### src/hdl/pngmcl_pkg.sv
// Types, constants and byte tables shared by the PNG metadata chunk locator.
package pngmcl_pkg;

    typedef enum logic [2:0] {
        PH_SIG,
        PH_LEN,
        PH_TAG,
        PH_DATA,
        PH_CRC,
        PH_DEAD
    } t_phase;

    typedef struct packed {
        logic [7:0] data_byte;
        logic       last_byte;
    } t_in_item;

    typedef struct packed {
        logic        signature_ok;
        logic [31:0] cicp_offset;
        logic [31:0] cicp_length;
        logic [31:0] exif_offset;
        logic [31:0] exif_length;
        logic [31:0] iccp_offset;
        logic [31:0] iccp_length;
        logic [31:0] xmp_offset;
        logic [31:0] xmp_length;
    } t_out_item;

    localparam logic [31:0] TAG_CICP = 32'h6349_4350;
    localparam logic [31:0] TAG_EXIF = 32'h6558_4966;
    localparam logic [31:0] TAG_ICCP = 32'h6943_4350;
    localparam logic [31:0] TAG_ITXT = 32'h6954_5874;

    localparam logic [31:0] XMP_PREFIX_LEN = 32'd22;
    localparam logic [31:0] POS_MAX        = 32'hFFFF_FFFF;

    localparam int unsigned SLOT_CICP = 0;
    localparam int unsigned SLOT_EXIF = 1;
    localparam int unsigned SLOT_ICCP = 2;
    localparam int unsigned SLOT_XMP  = 3;
    localparam int unsigned NUM_SLOTS = 4;

    // The eight bytes every PNG file opens with.
    function automatic logic [7:0] sig_byte(input logic [2:0] idx);
        logic [7:0] b;
        case (idx)
            3'd0:    b = 8'h89;
            3'd1:    b = 8'h50;
            3'd2:    b = 8'h4E;
            3'd3:    b = 8'h47;
            3'd4:    b = 8'h0D;
            3'd5:    b = 8'h0A;
            3'd6:    b = 8'h1A;
            default: b = 8'h0A;
        endcase
        return b;
    endfunction

    // XMP keyword prefix of an iTXt chunk; the trailing bytes are all NUL.
    function automatic logic [7:0] xmp_prefix_byte(input logic [4:0] idx);
        logic [7:0] b;
        case (idx)
            5'd0:    b = 8'h58;
            5'd1:    b = 8'h4D;
            5'd2:    b = 8'h4C;
            5'd3:    b = 8'h3A;
            5'd4:    b = 8'h63;
            5'd5:    b = 8'h6F;
            5'd6:    b = 8'h6D;
            5'd7:    b = 8'h2E;
            5'd8:    b = 8'h61;
            5'd9:    b = 8'h64;
            5'd10:   b = 8'h6F;
            5'd11:   b = 8'h62;
            5'd12:   b = 8'h65;
            5'd13:   b = 8'h2E;
            5'd14:   b = 8'h78;
            5'd15:   b = 8'h6D;
            5'd16:   b = 8'h70;
            default: b = 8'h00;
        endcase
        return b;
    endfunction

    function automatic logic [31:0] sat_add(input logic [31:0] a, input logic [31:0] b);
        logic [32:0] s;
        s = {1'b0, a} + {1'b0, b};
        return s[32] ? POS_MAX : s[31:0];
    endfunction

endpackage

### src/hdl/pngmcl_parser.sv
// Byte-wise chunk walker: holds the parse state and forms the result on the final byte.
module pngmcl_parser (
    input  logic                 i_clk,
    input  logic                 i_rst_n,
    input  logic                 i_accept,
    input  pngmcl_pkg::t_in_item i_item,
    output logic                 o_res_valid,
    output pngmcl_pkg::t_out_item o_res
);
    import pngmcl_pkg::*;

    t_phase      r_phase, n_phase;
    logic [31:0] r_fc, n_fc;
    logic [31:0] r_pos, n_pos;
    logic [31:0] r_len, n_len;
    logic [31:0] r_tag, n_tag;
    logic        r_hok, n_hok;
    logic        r_pm, n_pm;
    logic [31:0] r_pstart, n_pstart;
    logic [31:0] r_found_off [NUM_SLOTS];
    logic [31:0] r_found_len [NUM_SLOTS];
    logic [31:0] n_found_off [NUM_SLOTS];
    logic [31:0] n_found_len [NUM_SLOTS];

    logic        rec_en;
    logic [31:0] rec_tag;
    logic [31:0] rec_start;
    logic        rec_prefix;
    logic [31:0] fc_inc;
    logic [7:0]  b;
    logic        ok;

    assign b      = i_item.data_byte;
    assign fc_inc = r_fc + 32'd1;

    // Next state for one accepted byte.
    always_comb begin
        n_phase    = r_phase;
        n_fc       = r_fc;
        n_len      = r_len;
        n_tag      = r_tag;
        n_hok      = r_hok;
        n_pm       = r_pm;
        n_pstart   = r_pstart;
        n_pos      = sat_add(r_pos, 32'd1);
        rec_en     = 1'b0;
        rec_tag    = r_tag;
        rec_start  = r_pstart;
        rec_prefix = r_pm;
        for (int k = 0; k < NUM_SLOTS; k++) begin
            n_found_off[k] = r_found_off[k];
            n_found_len[k] = r_found_len[k];
        end

        unique case (r_phase)
            PH_SIG: begin
                if (b != sig_byte(r_fc[2:0])) begin
                    n_hok = 1'b0;
                end
                n_fc = fc_inc;
                if (r_fc[2:0] == 3'd7) begin
                    n_fc    = '0;
                    n_phase = n_hok ? PH_LEN : PH_DEAD;
                end
            end
            PH_LEN: begin
                n_len = {r_len[23:0], b};
                n_fc  = fc_inc;
                if (r_fc[1:0] == 2'd3) begin
                    n_fc    = '0;
                    n_phase = PH_TAG;
                end
            end
            PH_TAG: begin
                n_tag = {r_tag[23:0], b};
                n_fc  = fc_inc;
                if (r_fc[1:0] == 2'd3) begin
                    n_fc     = '0;
                    n_pstart = n_pos;
                    n_pm     = 1'b1;
                    if (r_len == '0) begin
                        rec_en     = 1'b1;
                        rec_tag    = n_tag;
                        rec_start  = n_pos;
                        rec_prefix = 1'b1;
                        n_phase    = PH_CRC;
                    end else begin
                        n_phase = PH_DATA;
                    end
                end
            end
            PH_DATA: begin
                if (r_tag == TAG_ITXT && r_fc < XMP_PREFIX_LEN &&
                    b != xmp_prefix_byte(r_fc[4:0])) begin
                    n_pm = 1'b0;
                end
                n_fc = fc_inc;
                // The count never passes the length, so equality marks the last data byte.
                if (fc_inc == r_len) begin
                    n_fc       = '0;
                    rec_en     = 1'b1;
                    rec_prefix = n_pm;
                    n_phase    = PH_CRC;
                end
            end
            PH_CRC: begin
                n_fc = fc_inc;
                if (r_fc[1:0] == 2'd3) begin
                    n_fc    = '0;
                    n_len   = '0;
                    n_tag   = '0;
                    n_phase = PH_LEN;
                end
            end
            default: begin
            end
        endcase

        if (rec_en) begin
            case (rec_tag)
                TAG_CICP: begin
                    n_found_off[SLOT_CICP] = rec_start;
                    n_found_len[SLOT_CICP] = r_len;
                end
                TAG_EXIF: begin
                    n_found_off[SLOT_EXIF] = rec_start;
                    n_found_len[SLOT_EXIF] = r_len;
                end
                TAG_ICCP: begin
                    n_found_off[SLOT_ICCP] = rec_start;
                    n_found_len[SLOT_ICCP] = r_len;
                end
                TAG_ITXT: begin
                    if (r_len >= XMP_PREFIX_LEN && rec_prefix) begin
                        n_found_off[SLOT_XMP] = sat_add(rec_start, XMP_PREFIX_LEN);
                        n_found_len[SLOT_XMP] = r_len - XMP_PREFIX_LEN;
                    end
                end
                default: begin
                end
            endcase
        end
    end

    // Result for the final byte, taken from the state this byte leaves behind.
    always_comb begin
        ok                 = (n_phase != PH_SIG) && (n_phase != PH_DEAD);
        o_res_valid        = i_accept && i_item.last_byte;
        o_res.signature_ok = ok;
        o_res.cicp_offset  = ok ? n_found_off[SLOT_CICP] : '0;
        o_res.cicp_length  = ok ? n_found_len[SLOT_CICP] : '0;
        o_res.exif_offset  = ok ? n_found_off[SLOT_EXIF] : '0;
        o_res.exif_length  = ok ? n_found_len[SLOT_EXIF] : '0;
        o_res.iccp_offset  = ok ? n_found_off[SLOT_ICCP] : '0;
        o_res.iccp_length  = ok ? n_found_len[SLOT_ICCP] : '0;
        o_res.xmp_offset   = ok ? n_found_off[SLOT_XMP] : '0;
        o_res.xmp_length   = ok ? n_found_len[SLOT_XMP] : '0;
    end

    // The final byte of a file returns everything to the reset state.
    always_ff @(posedge i_clk) begin
        if (!i_rst_n || (i_accept && i_item.last_byte)) begin
            r_phase  <= PH_SIG;
            r_fc     <= '0;
            r_pos    <= '0;
            r_len    <= '0;
            r_tag    <= '0;
            r_hok    <= 1'b1;
            r_pm     <= 1'b1;
            r_pstart <= '0;
            for (int k = 0; k < NUM_SLOTS; k++) begin
                r_found_off[k] <= '0;
                r_found_len[k] <= '0;
            end
        end else if (i_accept) begin
            r_phase  <= n_phase;
            r_fc     <= n_fc;
            r_pos    <= n_pos;
            r_len    <= n_len;
            r_tag    <= n_tag;
            r_hok    <= n_hok;
            r_pm     <= n_pm;
            r_pstart <= n_pstart;
            for (int k = 0; k < NUM_SLOTS; k++) begin
                r_found_off[k] <= n_found_off[k];
                r_found_len[k] <= n_found_len[k];
            end
        end
    end

endmodule

### src/hdl/png_metadata_chunk_locator.sv
// Top level of the PNG metadata chunk locator: parser plus a two-entry result buffer.
//
// Feed a PNG file one byte per item and mark the final byte. The block takes one byte
// every clock cycle unless o_in_stall is high; each byte only moves counters, shift
// registers and a few compares in the parser. The final byte yields a single result item,
// caught in the output register or, while that is stalled, the skid entry, carrying the
// signature status and the offset and length of the cICP, eXIf, iCCP and XMP payloads
// (zero when absent), after which the next byte starts a new file. Input is held off only
// when two results are waiting downstream.
module png_metadata_chunk_locator (
    input  logic                  i_clk,
    input  logic                  i_rst_n,
    input  logic                  i_in_valid,
    output logic                  o_in_stall,
    input  pngmcl_pkg::t_in_item  i_in_item,
    output logic                  o_out_valid,
    input  logic                  i_out_stall,
    output pngmcl_pkg::t_out_item o_out_item
);
    import pngmcl_pkg::*;

    logic      accept;
    logic      res_valid;
    t_out_item res;

    logic      r_out_valid;
    t_out_item r_out;
    logic      r_skid_valid;
    t_out_item r_skid;
    logic      out_free;

    assign o_in_stall  = r_skid_valid;
    assign accept      = i_in_valid && !r_skid_valid;
    assign o_out_valid = r_out_valid;
    assign o_out_item  = r_out;
    assign out_free    = !r_out_valid || !i_out_stall;

    pngmcl_parser u_parser (
        .i_clk       (i_clk),
        .i_rst_n     (i_rst_n),
        .i_accept    (accept),
        .i_item      (i_in_item),
        .o_res_valid (res_valid),
        .o_res       (res)
    );

    always_ff @(posedge i_clk) begin
        if (!i_rst_n) begin
            r_out_valid  <= 1'b0;
            r_skid_valid <= 1'b0;
        end else if (out_free) begin
            // While the skid entry is full no byte is accepted, so no new result competes.
            if (r_skid_valid) begin
                r_out_valid  <= 1'b1;
                r_skid_valid <= 1'b0;
            end else begin
                r_out_valid <= res_valid;
            end
        end else if (res_valid) begin
            r_skid_valid <= 1'b1;
        end
    end

    always_ff @(posedge i_clk) begin
        if (out_free) begin
            r_out <= r_skid_valid ? r_skid : res;
        end
        if (!out_free && res_valid) begin
            r_skid <= res;
        end
    end

endmodule

### config.mk
export PLATFORM = sky130hd
export DESIGN_NAME = png_metadata_chunk_locator
export DESIGN_NICKNAME = d
export VERILOG_FILES = /design/src/hdl/pngmcl_pkg.sv /design/src/hdl/pngmcl_parser.sv /design/src/hdl/png_metadata_chunk_locator.sv
export SDC_FILE = /design/constraint.sdc
export NUM_CORES = 2
export LEC_CHECK = 0
export BUFFER_PORTS_ARGS = -buffer_cell sky130_fd_sc_hd__buf_4
export CORE_MARGIN = 3
export CORE_UTILIZATION = 60
export CTS_CLUSTER_SIZE = 8
export DETAILED_ROUTE_END_ITERATION = 8
export PLACE_DENSITY = 0.75
export SETUP_SLACK_MARGIN = 0.1
export SLEW_MARGIN = 10
export SYNTH_ARGS = -nofsm -noshare
export SYNTH_HDL_FRONTEND = slang
export SYNTH_SLANG_ARGS = --single-unit
### constraint.sdc
create_clock -name i_clk -period 35.4 [get_ports i_clk]
set_input_delay 3.54 -clock i_clk [delete_from_list [all_inputs] [get_ports i_clk]]
set_output_delay 3.54 -clock i_clk [all_outputs]
set_load 0.01 [all_outputs]
Word-level counts from Yosys, hierarchy flattened
Memory sizes are Yosys's and may differ from the RTL's. A register that Yosys moved wholly into a read port is not among the register bits.
Cells that the tools add are included.
- word-level logic and storage cells: 174
- flip-flop bits (word level): 681
- memory bits (read-only): 224
- memories: 3
- RAM bits: 256
- memories (memory ; words ; width ; read ports ; clocked after Yosys merged registers in ; wr ports ; line ; source):
    (no name shown) ; 32 ; 7 ; 1 ; 1 ; 0 ; pngmcl_pkg.sv:63 ; case (idx)
    u_parser.r_found_len ; 4 ; 32 ; 4 ; 0 ; 4 ; pngmcl_parser.sv:21 ; logic [31:0] r_found_len [NUM_SLOTS];
    u_parser.r_found_off ; 4 ; 32 ; 4 ; 0 ; 4 ; pngmcl_parser.sv:20 ; logic [31:0] r_found_off [NUM_SLOTS];
- muxes and demuxes: 76
- reduce and logical (&&, ||, !) cells: 30
- magnitude comparators: 2
- $add $sub $neg: 4
- bitwise gates (word level): 9
- equality and inequality tests: 22
- operator list (operator ; number):
    $mux W32 ; 38
    $mux W257 ; 1
    $mux W128 ; 2
    $eq A32 B31 Y1 const B ; 5
    $pmux W32 S2 ; 2
    $pmux W32 S3 ; 1
    $pmux W8 S6 ; 1
    $add A32 B1 Y33 const B ; 1
    $add A32 B5 Y33 const B ; 1
    $add A32 B1 Y32 const B ; 1
    $eq A32 B32 Y1 ; 1
    $ge A32 B5 Y1 const B ; 1
    $logic_not A32 Y1 ; 1
    $lt A32 B5 Y1 const B ; 1
    $sub A32 B5 Y32 const B ; 1
    $mux W3 ; 7
    $mux W1 ; 16
    $mux W8 ; 2
    $ne A8 B8 Y1 ; 2
    $pmux W3 S5 ; 1
    $eq A3 B2 Y1 const B ; 4
    $eq A3 B3 Y1 const B ; 4
    $reduce_and A3 Y1 ; 4
    $mux W5 ; 2
    16 further kinds ; 43

Logic depth before layout (Yosys ltp)
- depth in word-level cells: 13
- gate-level depth with buffers: 21
- gate-level depth less buffers: 17

Hierarchy
Synthesis repeated with hierarchy kept, for this count alone.
- cells, all modules: 3672
- area, all modules: 44308.7 sq um
- modules (own cells, without submodules) (module ; times used ; cells an instance ; area an instance (sq um) ; sequential area each (sq um)):
    pngmcl_parser ; 1 ; 2864 ; 24852.6 ; 11130.7
    png_metadata_chunk_locator ; 1 ; 808 ; 19456.2 ; 15474.8

Least setup slack after synthesis
Ideal clock, no wire load.
- path type: input to register
- start point: input port i_out_stall
- end point: register r_skid[0] (netlist bit), enable pin
- setup slack: 5.108 ns
- stages: 2
- buffers on the path: 0
- setup time: 2.989 ns
- arrival time: 27.303 ns
- cell sequence: nand2_1 -> nor2_1
- longest elaborated chain between the ends: 4
- RTL lines (what ; line ; source):
    start: declaration ; png_metadata_chunk_locator.sv:17 ; input logic i_out_stall,
    $logic_not A1 Y1 ; png_metadata_chunk_locator.sv:36 ; assign out_free = !r_out_valid || !i_out_stall;
    $logic_or A1 B1 Y1 ; png_metadata_chunk_locator.sv:36 ;
    $logic_not A1 Y1 ; png_metadata_chunk_locator.sv:68 ; if (!out_free && res_valid) begin
    $logic_and A1 B1 Y1 ; png_metadata_chunk_locator.sv:68 ;
    end signal: assignment ; png_metadata_chunk_locator.sv:69 ; r_skid <= res;
    end: declaration ; png_metadata_chunk_locator.sv:29 ; t_out_item r_skid;
Every way passes these cells.
A chain may end at the register's enable or synchronous reset.

Worst setup path in the final report
- start point: input port i_in_item[8] (netlist bit)
- end point: register r_out, in the netlist o_out_item[127], data pin
- longest elaborated chain between the ends: 10
- elaborated cells on any way between the ends: 17
- those cells by class: 3 x eq/ne; 12 x mux; 2 x reduce/logical
- RTL lines (what ; line ; source):
    start: declaration ; png_metadata_chunk_locator.sv:15 ; input pngmcl_pkg::t_in_item i_in_item,
    $ne A8 B8 Y1 ; pngmcl_parser.sv:57 ; if (b != sig_byte(r_fc[2:0])) begin
    $mux W1 ; pngmcl_parser.sv:57 ;
    $mux W1 ; pngmcl_parser.sv:55 ; unique case (r_phase)
    $mux W3 ; pngmcl_parser.sv:63 ; n_phase = n_hok ? PH_LEN : PH_DEAD;
    $mux W3 ; pngmcl_parser.sv:61 ; if (r_fc[2:0] == 3'd7) begin
    $pmux W3 S5 ; pngmcl_parser.sv:55 ;
    $ne A3 B3 Y1 or $reduce_bool A3 Y1 (tied branches) ; pngmcl_parser.sv:147 ; ok = (n_phase != PH_SIG) && (n_phase != PH_DEAD);
    $logic_and A1 B1 Y1 ; pngmcl_parser.sv:147 ;
    $mux W32 (*) ; pngmcl_parser.sv:154 ; o_res.iccp_offset = ok ? n_found_off[SLOT_ICCP] : '0;
    $mux W257 (*) ; png_metadata_chunk_locator.sv:66 ; r_out <= r_skid_valid ? r_skid : res;
    end signal: assignment ; png_metadata_chunk_locator.sv:66 ;
    end: declaration ; png_metadata_chunk_locator.sv:27 ; t_out_item r_out;
Every way passes the cells marked *; elsewhere a longest branch is shown, timed or not. The select of a mux whose other input is x is not followed.

==> results.yml <==
timing:
  slew_headroom: 0.100
  fin_crit_ps: 6950
  layout_setup_ws_ps: 28450
  holdWs_ps: 448
  setup_violations: 0
  fin_tns_setup_ps: 0
  finalHoldViolations: 0
  rsz0062_at_grt: "false"
  tightest_slew_ps: 1340
  clock_skew_ps: 24.7
  post-route-period-util: 0.196
  slew_violations: 0
  fmax_mhz: 144
die:
  ios: 272
  die_area_um2: 76700
  row_count: 98
  fp.dieH_um: 277
  initial_core_util: 0.611
  die_w_um: 277
  core_um2: 72100
global_route:
  antenna_found_initial: 1
  grt-ovfl-total: 0
  grt_pass1_wl_um: 189000
  grt.total_usage: 0.316
  grt_max_degree: 200
  grt_pass1_vias: 31300
synth:
  syn_area_per_cell_um2: 11.0
  yosysWarnings: 0
  ys_seq_elements: 944
  netlist-cell-type-count: 105
  synth_edf_count: 770
  synthCells: 4017
  synthArstFlopShare: 0
  syn_area_um2: 44100
  synthesis.nets: 4044
  yosysSeqAreaShare: 0.604
  synth_top_flop_cell: "edfxtp_1"
routing:
  totalWireLength_um: 123000
  drt_iter0_markers: 4121
  routed_via_density: 6.38
  drtAntennaViolNets: 0
  drc: 0
  vias: 33000
  wl_per_cell_um: 23.8
  firstDrtPassIters: 6
cts:
  cts_buffer_depth: 3
  cts_resized: 0
  cts.sinks: 944
  cts_made_buffers: 135
  clk_pin_slew_ps: 50
  worstSkewPairLatency_ps: 710
  hold_buffers: 0
  htreeDepth: 4
  cts_tree: "yes"
  cts_setup_buffers: 0
  root_buffer: "clkbuf_16"
setup_path:
  timing.rr.start: "u_parser.r_fc[0]"
  required_ps: 35800
  crit_type: "in2reg"
  r2r-end: "o_out_item[59]"
  critPathSlowestCell: "buf_4"
  crit_chain: "buf_4 -> inv_1 -> a31o_2 -> a22oi_1 -> a311oi_1 -> nand4_1 -> a31oi_1 -> nand3_1 -> a21oi_4 -> inv_2 -> nand2b_4 -> buf_4 -> o21ai_0"
  reg2reg_slack_ps: 28560
  worstRegToRegCells: 16
  start_kind: "input pin"
  critical_path_arrival_ps: 7350
  crit_family: "compound AO/OA/AOI/OAI gates"
  path_buf_inv: 4
  cp_slowest_stage_delay_ps: 770
  critPathMostFrequentCell: "buf_4"
  crit_path_end_kind: "flip-flop"
  path_max_fanout: 67
final_layout:
  fin_nets: 4205
  diodes: 0
  area_growth_pct: 14.4
  layout-drive-gt1-share: 0.144
power_and_ir_drop:
  finalPower_mw: 2.52
  p_sw_frac: 0.216
  power_frac_comb: 0.040
  cell_internal_pwr_mw: 1.97
  p_per_area_nw_per_um2: 49.9
  ir_drop_mv: 0.0380
  p_seq_frac: 0.495
  power_leakage_nw: 17.3
  clkPwrFrac: 0.465
  p_sw_uw: 545
run:
  cap_viol_max_count: 0
placed_design:
  gp_congestion: 0.949
  hpwl_um: 77200
  dp_slack_ps: 27830
  port_buffers: 271
min_path:
  whs_endpoint: "u_parser.r_tag[24]"
  hold_depth: 2
  worstHoldStart: "u_parser.r_tag[24]"
  hp-class: "reg2reg"
outcome:
  outcome: "finished clean"
==> registers in the layout, indices dropped and copies added (netlist names), 3 cells and up, named ones only <==
| register | flops |
|---|---|
| r_skid | 257 |
| u_parser.r_len | 32 |
| u_parser.r_pstart | 32 |
| u_parser.r_found_off | 128 |
| u_parser.r_found_len | 128 |
| u_parser.r_tag | 32 |
| u_parser.r_phase | 3 |
| u_parser.r_pos | 32 |
| o_out_item | 257 |
| u_parser.r_fc | 32 |
==> cell usage after synthesis, drive strengths merged, types with 32 or more instances <==
cell type    n  share of area
nand3      126          0.015
dfxtp      174          0.079
nand2      467          0.040
a21oi      206          0.023
nor2       624          0.054
inv         32         0.0027
nand4       45         0.0073
o31ai       75          0.013
a211oi      45         0.0081
nor3        63         0.0077
xor2        46         0.0091
nor4        44         0.0080
o21ai      237          0.027
xnor2       71          0.014
mux2i      233          0.057
buf         88          0.012
clkbuf     232          0.020
and2        39         0.0055
and3        49         0.0070
edfxtp     770           0.52
==> worst max path at each step <==
stage | start | to | slack, ps | cells after the start
after CTS | i_in_item[8] | o_out_item[127] | 28520 | 13
after global routing | i_in_item[8] | o_out_item[127] | 28210 | 13
after detailed placement | i_in_item[8] | o_out_item[127] | 27830 | 13
after global placement | i_in_item[8] | o_out_item[127] | 27930 | 13
after floorplan | i_out_stall | r_skid[0] | 5110 | 2
final | i_in_item[8] | o_out_item[127] | 28450 | 13
==> stage by stage <==
| stage | util | instance area, µm² | instances |
|---|---|---|---|
| 2_1_floorplan | - | 44100 | 4017 |
| 3_3_place_gp | 0.646 | 46600 | 4991 |
| 5_1_grt | 0.699 | 50400 | 5178 |
| 4_1_cts | 0.699 | 50400 | 5178 |
| 3_5_place_dp | 0.646 | 46600 | 4991 |
| 6_report | 0.699 | 50400 | 5178 |
==> final cells by class <==
cell class / count / area (µm²)
sequential: 944 / 26600
fill: 5130 / 21700
multi-input combinational: 2721 / 16100
clock buffer: 176 / 3620
timing repair buffer: 344 / 2620
tap: 950 / 1190
clock inverter: 11 / 200
inverter: 32 / 120
==> cells by family (layout without fill, tap and decap cells) <==
kind of cell    after synthesis  in the layout  share of synthesized area
xor+xnor                    117            117                     0.0233
compound gates              742            742                      0.105
mux                         239            239                     0.0590
flops                       944            944                      0.604
buf+inv                     352            563                     0.0348
simple gates               1609           1609                      0.170
fa+ha+maj                    14             14                    0.00397
==> worst reg2reg max path, cell delays in order, from the launching register on <==
cell and delay [ps]:
dfxtp_1 700, ha_1 250, buf_4 290, nand2_1 160, nor4_1 570, and3_1 360
nand2_2 320, o21ai_1 1020, inv_1 160, ha_1 270, or2_2 310, a31oi_2 430
nand3_1 390, nor4_4 430, a21oi_1 130, nor3_1 580, o31ai_1 190
==> routing by layer <==
metal  part of all wire  global-route usage  vias to the layer above  wire length [µm]
li1                   -                   -                    14900                 -
met1               0.41               0.455                    16200             50500
met2               0.46               0.484                     1744             56900
met3               0.10              0.0678                      209             12800
met4              0.027              0.0970                        2              3300
met5            0.00011                   0                        -                14
==> power by group through the flow <==
stage / sequential (mW) / clock [mW] / combinational, mW
final: 1.25 / 1.17 / 0.100
after global routing: 1.25 / 1.23 / 0.109
after CTS: 1.25 / 1.18 / 0.100
after detailed placement: 1.27 / 0 / 0.0993
after global placement: 1.27 / 0 / 0.0980
after floorplan: 1.27 / 0 / 0.0522
==> layout by cell type (no fill, tap or decap), types with 22 or more instances in the layout <==
master     Yosys  final
o21ai_1      112    113
clkbuf_16      0    139
nand2_1      466    462
or4_1         22     22
and2_1        39     39
inv_1         31     31
dfxtp_1      174    173
buf_4         21    341
and3_1        48     48
clkbuf_1     229     37
o21ai_0      123    122
a211oi_1      43     41
nor3_1        58     58
o31ai_1       75     75
nand4_1       40     40
edfxtp_1     770    770
xor2_1        46     46
mux2i_1      204    204
nor2_1       620    618
nor4_1        37     35
a31oi_1       26     26
a21oi_1      205    205
xnor2_1       71     71
nand3_1      121    121
nand2b_1      25     24
No activity file was read; power rests on OpenSTA's default activity.
